==> config.mk <==
export PLATFORM = sky130hd
export DESIGN_NAME = cbcrc_cfg
export DESIGN_NICKNAME = d
export VERILOG_FILES = /design/src/cbcrc_pkg.sv /design/src/cbcrc_cfg.sv
export SDC_FILE = /design/constraint.sdc
export NUM_CORES = 1
export LEC_CHECK = 0
export ABC_AREA = 1
export BUFFER_PORTS_ARGS = -buffer_cell sky130_fd_sc_hd__buf_2
export CAP_MARGIN = 20
export CORE_MARGIN = 2
export CORE_UTILIZATION = 50
export DETAILED_ROUTE_END_ITERATION = 8
export HOLD_SLACK_MARGIN = 0.06
export PLACE_DENSITY = 0.73
export SLEW_MARGIN = 15
export SYNTH_ARGS = -nofsm -noshare
export SYNTH_HDL_FRONTEND = slang
export SYNTH_SLANG_ARGS = --single-unit
==> constraint.sdc <==
create_clock -name i_clk -period 6.3 [get_ports i_clk]
set_input_delay 1.89 -clock i_clk [delete_from_list [all_inputs] [get_ports i_clk]]
set_output_delay 1.89 -clock i_clk [all_outputs]
set_load 0.005 [all_outputs]
==> src/cbcrc_pkg.sv <==
`default_nettype none
// ----------------------------------------------------------------------------
// cbcrc_pkg - shared types, constants and bit step for the CRC core
// Register indexes, reset values, control struct and the single-bit update.
// ----------------------------------------------------------------------------
package cbcrc_pkg;

    localparam int CFG_DATA_BITS = 64;
    localparam int CFG_IDX_BITS  = 3;
    localparam int WIDTH_BITS    = 7;
    localparam int WORD_BITS     = 64;

    typedef logic [WORD_BITS-1:0]     t_word;
    typedef logic [WIDTH_BITS-1:0]    t_width;
    typedef logic [CFG_IDX_BITS-1:0]  t_cfg_idx;
    typedef logic [CFG_DATA_BITS-1:0] t_cfg_data;

    // register indexes on the config port
    localparam t_cfg_idx REG_CRC_WIDTH     = 3'd0;
    localparam t_cfg_idx REG_POLYNOMIAL    = 3'd1;
    localparam t_cfg_idx REG_INITIAL_VALUE = 3'd2;
    localparam t_cfg_idx REG_FINAL_XOR     = 3'd3;
    localparam t_cfg_idx REG_REFLECTED     = 3'd4;
    localparam t_cfg_idx REG_AUGMENTED     = 3'd5;

    localparam t_width RST_CRC_WIDTH     = 7'd16;
    localparam t_word  RST_POLYNOMIAL    = 64'h0000_0000_0000_1021;
    localparam t_word  RST_INITIAL_VALUE = 64'h0;
    localparam t_word  RST_FINAL_XOR     = 64'h0;
    localparam logic   RST_REFLECTED     = 1'b0;
    localparam logic   RST_AUGMENTED     = 1'b0;

    typedef struct packed {
        logic   refl;
        logic   aug;
        t_width width;   // effective width, already clamped
    } t_ctl;

    // One register shift with message bit b; returns r unchanged when en is low.
    function automatic t_word crc_bit(
        input t_word r,
        input logic  b,
        input logic  en,
        input t_word mask,
        input t_word top,
        input t_word poly,
        input logic  refl,
        input logic  aug
    );
        t_word v;
        logic  out;
        logic  fb;
        v = r;
        if (refl) begin
            out = r[0];
            v   = r >> 1;
            if (aug && b) begin
                v = v | top;
            end
        end else begin
            out = |(r & top);
            v   = (r << 1) & mask;
            if (aug && b) begin
                v = v | t_word'(1);
            end
        end
        fb = aug ? out : (out ^ b);
        if (fb) begin
            v = v ^ poly;
        end
        v = v & mask;
        return en ? v : r;
    endfunction

endpackage
`default_nettype wire

==> src/cbcrc_cfg.sv <==
`default_nettype none
// ----------------------------------------------------------------------------
// cbcrc_cfg - configuration registers
// Holds the written registers and the derived width, mask, top bit and
// (possibly reversed) polynomial, all updated on the write edge itself.
// ----------------------------------------------------------------------------
module cbcrc_cfg
    import cbcrc_pkg::*;
#(
    parameter int W = 64
) (
    input  wire logic         i_clk,
    input  wire logic         i_rst_n,
    input  wire logic         i_cfg_wr_en,
    input  wire t_cfg_idx     i_cfg_index,
    input  wire t_cfg_data    i_cfg_wdata,
    output t_ctl              o_ctl,
    output logic [W-1:0]      o_mask,
    output logic [W-1:0]      o_top,
    output logic [W-1:0]      o_poly,
    output logic [W-1:0]      o_init,
    output logic [W-1:0]      o_fxor
);

    localparam t_width W_BITS = t_width'(W);

    // raw registers
    t_width        r_crc_width, n_crc_width;
    logic [W-1:0]  r_poly_raw,  n_poly_raw;
    logic [W-1:0]  r_init_raw,  n_init_raw;
    logic [W-1:0]  r_fxor_raw,  n_fxor_raw;
    logic          r_refl,      n_refl;
    logic          r_aug,       n_aug;

    // derived registers
    t_width        r_width;
    logic [W-1:0]  r_mask;
    logic [W-1:0]  r_top;
    logic [W-1:0]  r_poly;
    logic [W-1:0]  r_init;
    logic [W-1:0]  r_fxor;

    t_width        rst_w, n_w;
    logic [W-1:0]  rst_mask, n_mask;

    function automatic t_width eff_width(input t_width raw);
        t_width w;
        w = raw;
        if (raw == '0) begin
            w = 7'd1;
        end else if (raw > W_BITS) begin
            w = W_BITS;
        end
        return w;
    endfunction

    function automatic logic [W-1:0] mask_of(input t_width w);
        return {W{1'b1}} >> (W_BITS - w);
    endfunction

    function automatic logic [W-1:0] top_of(input t_width w);
        return W'(1) << (w - 7'd1);
    endfunction

    // reversal over the width: full reverse, then drop the unused low part
    function automatic logic [W-1:0] poly_of(
        input logic [W-1:0] p,
        input logic [W-1:0] mask,
        input t_width       w,
        input logic         refl
    );
        logic [W-1:0] pm;
        logic [W-1:0] rev;
        pm = p & mask;
        for (int i = 0; i < W; i++) begin
            rev[i] = pm[W-1-i];
        end
        return refl ? (rev >> (W_BITS - w)) : pm;
    endfunction

    always_comb begin
        n_crc_width = r_crc_width;
        n_poly_raw  = r_poly_raw;
        n_init_raw  = r_init_raw;
        n_fxor_raw  = r_fxor_raw;
        n_refl      = r_refl;
        n_aug       = r_aug;
        if (i_cfg_wr_en) begin
            case (i_cfg_index)
                REG_CRC_WIDTH:     n_crc_width = i_cfg_wdata[WIDTH_BITS-1:0];
                REG_POLYNOMIAL:    n_poly_raw  = i_cfg_wdata[W-1:0];
                REG_INITIAL_VALUE: n_init_raw  = i_cfg_wdata[W-1:0];
                REG_FINAL_XOR:     n_fxor_raw  = i_cfg_wdata[W-1:0];
                REG_REFLECTED:     n_refl      = i_cfg_wdata[0];
                REG_AUGMENTED:     n_aug       = i_cfg_wdata[0];
                default: ;
            endcase
        end
    end

    assign rst_w    = eff_width(RST_CRC_WIDTH);
    assign rst_mask = mask_of(rst_w);
    assign n_w      = eff_width(n_crc_width);
    assign n_mask   = mask_of(n_w);

    always_ff @(posedge i_clk) begin
        if (!i_rst_n) begin
            r_crc_width <= RST_CRC_WIDTH;
            r_poly_raw  <= RST_POLYNOMIAL[W-1:0];
            r_init_raw  <= RST_INITIAL_VALUE[W-1:0];
            r_fxor_raw  <= RST_FINAL_XOR[W-1:0];
            r_refl      <= RST_REFLECTED;
            r_aug       <= RST_AUGMENTED;
            r_width     <= rst_w;
            r_mask      <= rst_mask;
            r_top       <= top_of(rst_w);
            r_poly      <= poly_of(RST_POLYNOMIAL[W-1:0], rst_mask, rst_w, RST_REFLECTED);
            r_init      <= RST_INITIAL_VALUE[W-1:0] & rst_mask;
            r_fxor      <= RST_FINAL_XOR[W-1:0] & rst_mask;
        end else begin
            r_crc_width <= n_crc_width;
            r_poly_raw  <= n_poly_raw;
            r_init_raw  <= n_init_raw;
            r_fxor_raw  <= n_fxor_raw;
            r_refl      <= n_refl;
            r_aug       <= n_aug;
            r_width     <= n_w;
            r_mask      <= n_mask;
            r_top       <= top_of(n_w);
            r_poly      <= poly_of(n_poly_raw, n_mask, n_w, n_refl);
            r_init      <= n_init_raw & n_mask;
            r_fxor      <= n_fxor_raw & n_mask;
        end
    end

    assign o_ctl.refl  = r_refl;
    assign o_ctl.aug   = r_aug;
    assign o_ctl.width = r_width;
    assign o_mask      = r_mask;
    assign o_top       = r_top;
    assign o_poly      = r_poly;
    assign o_init      = r_init;
    assign o_fxor      = r_fxor;

endmodule
`default_nettype wire

Word-level counts from Yosys, hierarchy flattened
Cells that the tools add are included.

word-level totals
  register bits after elaboration = 528
  input port bits = 70
  output and inout bits = 329
  word-level logic and storage cells = 42

operators by class
  add/subtract/negate cells = 2
  $lt $le $gt $ge = 1
  eq/ne operators = 5
  shift operators = 3
  multiplexer cells = 13
  bitwise gates (word level) = 3
  reductions and logical operators = 3

operators by type and width
  cell                                                                    count
  64-bit 2-to-1 mux                                                       7
  64-bit AND                                                              3
  1-bit by 7-bit << shifter with 64-bit output (first input constant)     1
  64-bit by 7-bit right shift with 64-bit output                          1
  64-bit by 7-bit right shift with 64-bit output (first input constant)   1
  7-bit 2-to-1 mux                                                        4
  7-bit > comparator (second input constant)                              1
  7-bit zero test                                                         1
  7-bit by 1-bit subtractor with 7-bit output (second input constant)     1
  7-bit subtractor (first input constant)                                 1
  3-bit by 2-bit equality test with 1-bit output (second input constant)  2
  3-bit equality test (second input constant)                             2
  3-bit by 1-bit equality test with 1-bit output (second input constant)  1
  3-bit zero test                                                         1
  1-bit 2-to-1 mux                                                        2
  2-bit AND reduction                                                     1

Longest topological paths before layout
  word-level depth = 11
  mapped depth = 35
  depth with buffers taken out = 31

Worst setup path after synthesis
No wires, ideal clock.

  kind = input -> register
  from = input i_cfg_wr_en
  to = register r_poly[2], in the netlist o_poly[2]
  setup time = 132 ps
  arrival time = 5,111 ps
  required time = 6,168 ps
  slack = 1,057 ps
  stages = 29
  buffers on the path = 3
  cell sequence = inv_2 nor2_4 nand2_4 nand2_2 nand2_4 nor2_2 nand2_2 nand2_1 inv_1 buf_2 buf_2 ha_1 ha_1 clkbuf_1 nor2_1 inv_1 nand3_1 nand2_1 nand2_4 nand3_2 nand3_1 nand2_1 nand2_1 nand2_1 nand2_1 nand3_1 nand3_1 nand2_1 a21oi_1

between the ends
  word-level cells in the longest chain between the ends = 9
  elaborated cells between the ends (all ways) = 12
  classes of those cells = add/sub: 1; order compare: 1; shift: 2; mux: 6; bitwise: 1; reduce/logical: 1

RTL lines
  what                                            RTL line                          RTL
  from (decl)                                     cbcrc_cfg.sv:14                   input wire logic i_cfg_wr_en,
  7-bit 2-to-1 mux                                cbcrc_cfg.sv:88                   if (i_cfg_wr_en) begin
  7-bit > comparator                              cbcrc_cfg.sv:51                   end else if (raw > W_BITS) begin
  7-bit 2-to-1 mux                                cbcrc_cfg.sv:51
  7-bit 2-to-1 mux                                cbcrc_cfg.sv:49                   if (raw == '0) begin
  7-bit subtractor                                cbcrc_cfg.sv:58, cbcrc_cfg.sv:78
  64-bit by 7-bit right shift with 64-bit output  cbcrc_cfg.sv:58                   return {W{1'b1}} >> (W_BITS - w);
  64-bit AND                                      cbcrc_cfg.sv:74                   pm = p & mask;
  64-bit by 7-bit right shift with 64-bit output  cbcrc_cfg.sv:78                   return refl ? (rev >> (W_BITS - w)) : pm;
  64-bit 2-to-1 mux (*)                           cbcrc_cfg.sv:78
  to (signal assigned)                            cbcrc_cfg.sv:117                  r_poly <= poly_of(RST_POLYNOMIAL[W-1:0], rst_mask, rst_w, RST_REFLECTED);
  to (signal assigned)                            cbcrc_cfg.sv:130                  r_poly <= poly_of(n_poly_raw, n_mask, n_w, n_refl);
  to (decl)                                       cbcrc_cfg.sv:39                   logic [W-1:0] r_poly;

Every way passes the cells marked *; elsewhere a longest branch is shown, timed or not.
A chain may end at the register's enable or synchronous reset.

Worst setup path after layout
  from = input i_cfg_index[2]
  to = register r_poly[3], in the netlist o_poly[3]

between the ends
  word-level cells in the longest chain between the ends = 11
  elaborated cells between the ends (all ways) = 18
  classes of those cells = add/sub: 1; order compare: 1; eq/ne: 2; shift: 2; mux: 9; bitwise: 1; reduce/logical: 2

RTL lines
  what                                            RTL line                          RTL
  from (decl)                                     cbcrc_cfg.sv:15                   input wire t_cfg_idx i_cfg_index,
  3-bit zero test                                 cbcrc_cfg.sv:89                   case (i_cfg_index)
  7-bit 2-to-1 mux                                cbcrc_cfg.sv:89
  7-bit 2-to-1 mux                                cbcrc_cfg.sv:88
  7-bit > comparator                              cbcrc_cfg.sv:51
  7-bit 2-to-1 mux                                cbcrc_cfg.sv:51
  7-bit 2-to-1 mux                                cbcrc_cfg.sv:49
  7-bit subtractor                                cbcrc_cfg.sv:58, cbcrc_cfg.sv:78
  64-bit by 7-bit right shift with 64-bit output  cbcrc_cfg.sv:58
  64-bit AND                                      cbcrc_cfg.sv:74
  64-bit by 7-bit right shift with 64-bit output  cbcrc_cfg.sv:78
  64-bit 2-to-1 mux (*)                           cbcrc_cfg.sv:78

Marked as above.

==> impl_metrics.yaml <==
critical_path:
  crit_top_cell: "sky130_fd_sc_hd__nand2_1"
  crit_path_end_kind: "register"
  worstPathMaxFanout: 18
  setup.worst_path.start_class: "input pin"
  slowest_stage: "sky130_fd_sc_hd__nor2_1"
  critical_path_required_ns: 6.78
  reg2regPathDepth: 26
  timing.setup.critical_path_class: "in2reg"
  critPathArrivalTime_ns: 6.23
  critPathMaxStageDelay_ns: 0.37
floorplanning:
  io-pin-count: 399
  die_height_um: 216
  fp.dieArea_um2: 46700
  placement_rows: 77
  fp.coreArea_um2: 44300
  die_width_um: 216
  initial_core_util_pct: 50.7
clocking:
  cts_buffers: 52
  cts.path.max_buffers: 3
  clock_transition_at_the_register_clock_pins_on_the_worst_setup_and_hold_paths_after_cts_ns: 0.06
  cts_hold_buf: 0
  numClockSinks: 527
  clk-insertion-delay-late_ns: 0.63
  h-tree-depth: 2
  cts_tree: "built"
  cts_repair_resized_insts: 0
  cts-root-buf: "sky130_fd_sc_hd__clkbuf_16"
  postCtsSetupBuffers: 0
logic_synthesis:
  synthDominantAreaCellType: "sky130_fd_sc_hd__dfxtp_1"
  ys_top_cells_by_area: "sky130_fd_sc_hd__dfxtp_1 47%, sky130_fd_sc_hd__nand3_1 13%, sky130_fd_sc_hd__nand2_1 8.3%"
  synth_area_per_cell_um2: 7.18
  synth.top_cells.by_count: "563 x sky130_fd_sc_hd__nand3_1, 527 x sky130_fd_sc_hd__dfxtp_1, 495 x sky130_fd_sc_hd__nand2_1, 459 x sky130_fd_sc_hd__nor2_1, 322 x sky130_fd_sc_hd__inv_1"
  post-synth-top-count-cell: "sky130_fd_sc_hd__nand3_1"
  async_flop_share_pct: 0
  fraction_of_synthesized_cell_area_taken_by_the_top_area_cell_type_pct: 46.9
  syn-cell-area_um2: 22500
  mappedNetlistNets: 3213
  synth_sequential_area_ratio_pct: 46.9
  synth-edff-count: 0
  synth_cells: 3134
  yosys_register_bits: 527
  yosysWarnings: 0
  yosysUniqueCellTypes: 38
  synth-main-ff-cell: "sky130_fd_sc_hd__dfxtp_1"
final_layout:
  drive_gt1_share_pct: 18.9
  fin_nets: 3548
  final-instance-count-excl-fill: 4104
  layout_overhead_on_the_synthesized_area_pct: 19.4
  layout.filler_cells: 4079
timing:
  tns_ns: 0
  fin_crit_sh_pct: 91.3
  timing.clock.skew_ns: 0.0130
  setup_ws_ns: 0.547
  slew_viol_final: 0
  finalSetupViolCount: 0
  tightest_slew_ns: 0.943
  max_freq_mhz: 174
  min_period_ns: 5.75
  grt_setup_unrepaired: "false"
  finalHoldViolCount: 0
  worst_slew_margin_relative_to_its_limit_pct: 37.1
route:
  drt_antenna_net_count: 0
  route.vias.total: 23754
  via_per_inst: 5.79
  drt_iter0_drc: 3136
  detailedRoute.firstPassIterationCount: 8
  drc_violation_count_after_routing: 0
  routed_wl_um: 91100
  drt-wirelength-per-cell_um: 22.2
power:
  share_seq_of_total_power_pct: 40.1
  p_sw_share_pct: 33.1
  p_switching_mw: 2.89
  internal_power_mw: 5.84
  max-vdd-ir-drop_uv: 272
  cellLeakagePower_nw: 13.1
  clock_power_share_pct: 37.5
  power_per_cell_area_nw_per_um2: 325
  logic_pwr_share_pct: 22.4
global_routing:
  grt_pass1_vias: 22260
  grt_pass1_wl_um: 136000
  grt_antenna_before_repair: 4
  grt.overflow.total: 0
  grtUsageTotal_pct: 38.0
  grt_max_degree: 137
placement:
  port_buffers: 398
  gp_routability_congestion: 1.06
  numPlacedInstances: 4007
  preCtsSetupSlack_ns: 0.183
  place.detailed.hpwl_um: 67400
hold_path:
  timing.hold.worst.class: "reg2reg"
  hold_depth: 2
run_status:
  status: "finished, final reports clean"
job:
  maxCapViolCount: 0
## per-layer routing
layer / share of wire (%) / track usage, % / routed length, um
met1: 41 / 51.3 / 37700
met3: 10 / 7.72 / 9260
met5: 0.0088 / 0 / 8
met4: 3.6 / 13.1 / 3240
met2: 45 / 60.7 / 40900
## worst paths after layout
kind,startpoint,slack [ns],end
setup / recovery,i_cfg_index[2],0.55,o_poly[3]$_SDFF_PN0_
hold / removal,r_aug$_SDFFE_PN0P_,0.45,r_aug$_SDFFE_PN0P_
setup reg to reg,r_crc_width[6]$_SDFF_PN0_,1.89,o_poly[3]$_SDFF_PN0_
hold reg to reg,r_aug$_SDFFE_PN0P_,0.45,r_aug$_SDFFE_PN0P_
## area by class of cell
type / instances / area (um2) / area share [%]
timing repair buffer: 476 / 2620 / 9.73
clock buffer: 72 / 1510 / 5.61
multi-input combinational: 2072 / 9840 / 36.6
tap: 592 / 741 / 2.76
clock inverter: 24 / 318 / 1.18
inverter: 340 / 1290 / 4.79
antenna: 1 / 2.50 / 0.00932
sequential: 527 / 10600 / 39.3
## sequential cells by signal, indices dropped and copies added, names as in the netlist, 6 cells and up
name         flops
r_init_raw      64
r_crc_width      7
o_mask          64
r_poly_raw      64
o_top           64
o_poly          64
r_width          6
o_init          64
r_fxor_raw      64
o_fxor          64
## cells in the final DEF (no fill, tap or decap), drive strengths merged, types with 4 or more instances in the layout
master	instances
nand3	580
dfxtp	527
nand2	527
nor2	478
buf	476
inv	341
nor3	134
nor4	128
o21ai	80
clkbuf	72
a21oi	69
nand4	49
clkinv	15
ha	9
mux2i	6
bufinv	5
nand3b	4
## critical path: cells and delay by family
kind,cells,cell delay [ns]
compound gates,1,0.34
simple gates,21,2.92
fa+ha+maj,1,0.20
buf+inv,7,0.87
## cell families after synthesis
| family | count (synthesis) | share of synthesized area, % |
|---|---|---|
| buffers and inverters | 535 | 9.49 |
| adders and majority gates | 9 | 0.501 |
| muxes | 6 | 0.267 |
| xor gates and xnor gates | 2 | 0.0779 |
| AOI/OAI and AO/OA | 153 | 3.54 |
| and+or+nand+nor | 1902 | 39.2 |
| DFF | 527 | 46.9 |
## metrics by stage
step	utilization, %	hold slack (ns)	instance area (um2)	total power [mW]
after floorplan	-	0.419	22500	4.69
after global placement	56.5	0.434	25000	5.45
after detailed placement	56.5	0.440	25000	5.45
after CTS	60.6	0.449	26900	8.68
after global routing	60.6	0.489	26900	9.01
final	60.6	0.448	26900	8.73
## power groups by stage
stage	clock [mW]	sequential [mW]	combinational [mW]
2_1_floorplan	0	3.57	1.12
3_3_place_gp	0	3.57	1.88
3_5_place_dp	0	3.57	1.88
4_1_cts	3.30	3.50	1.89
5_1_grt	3.43	3.51	2.07
6_report	3.28	3.50	1.96
Power figures use the tool's default switching activity.
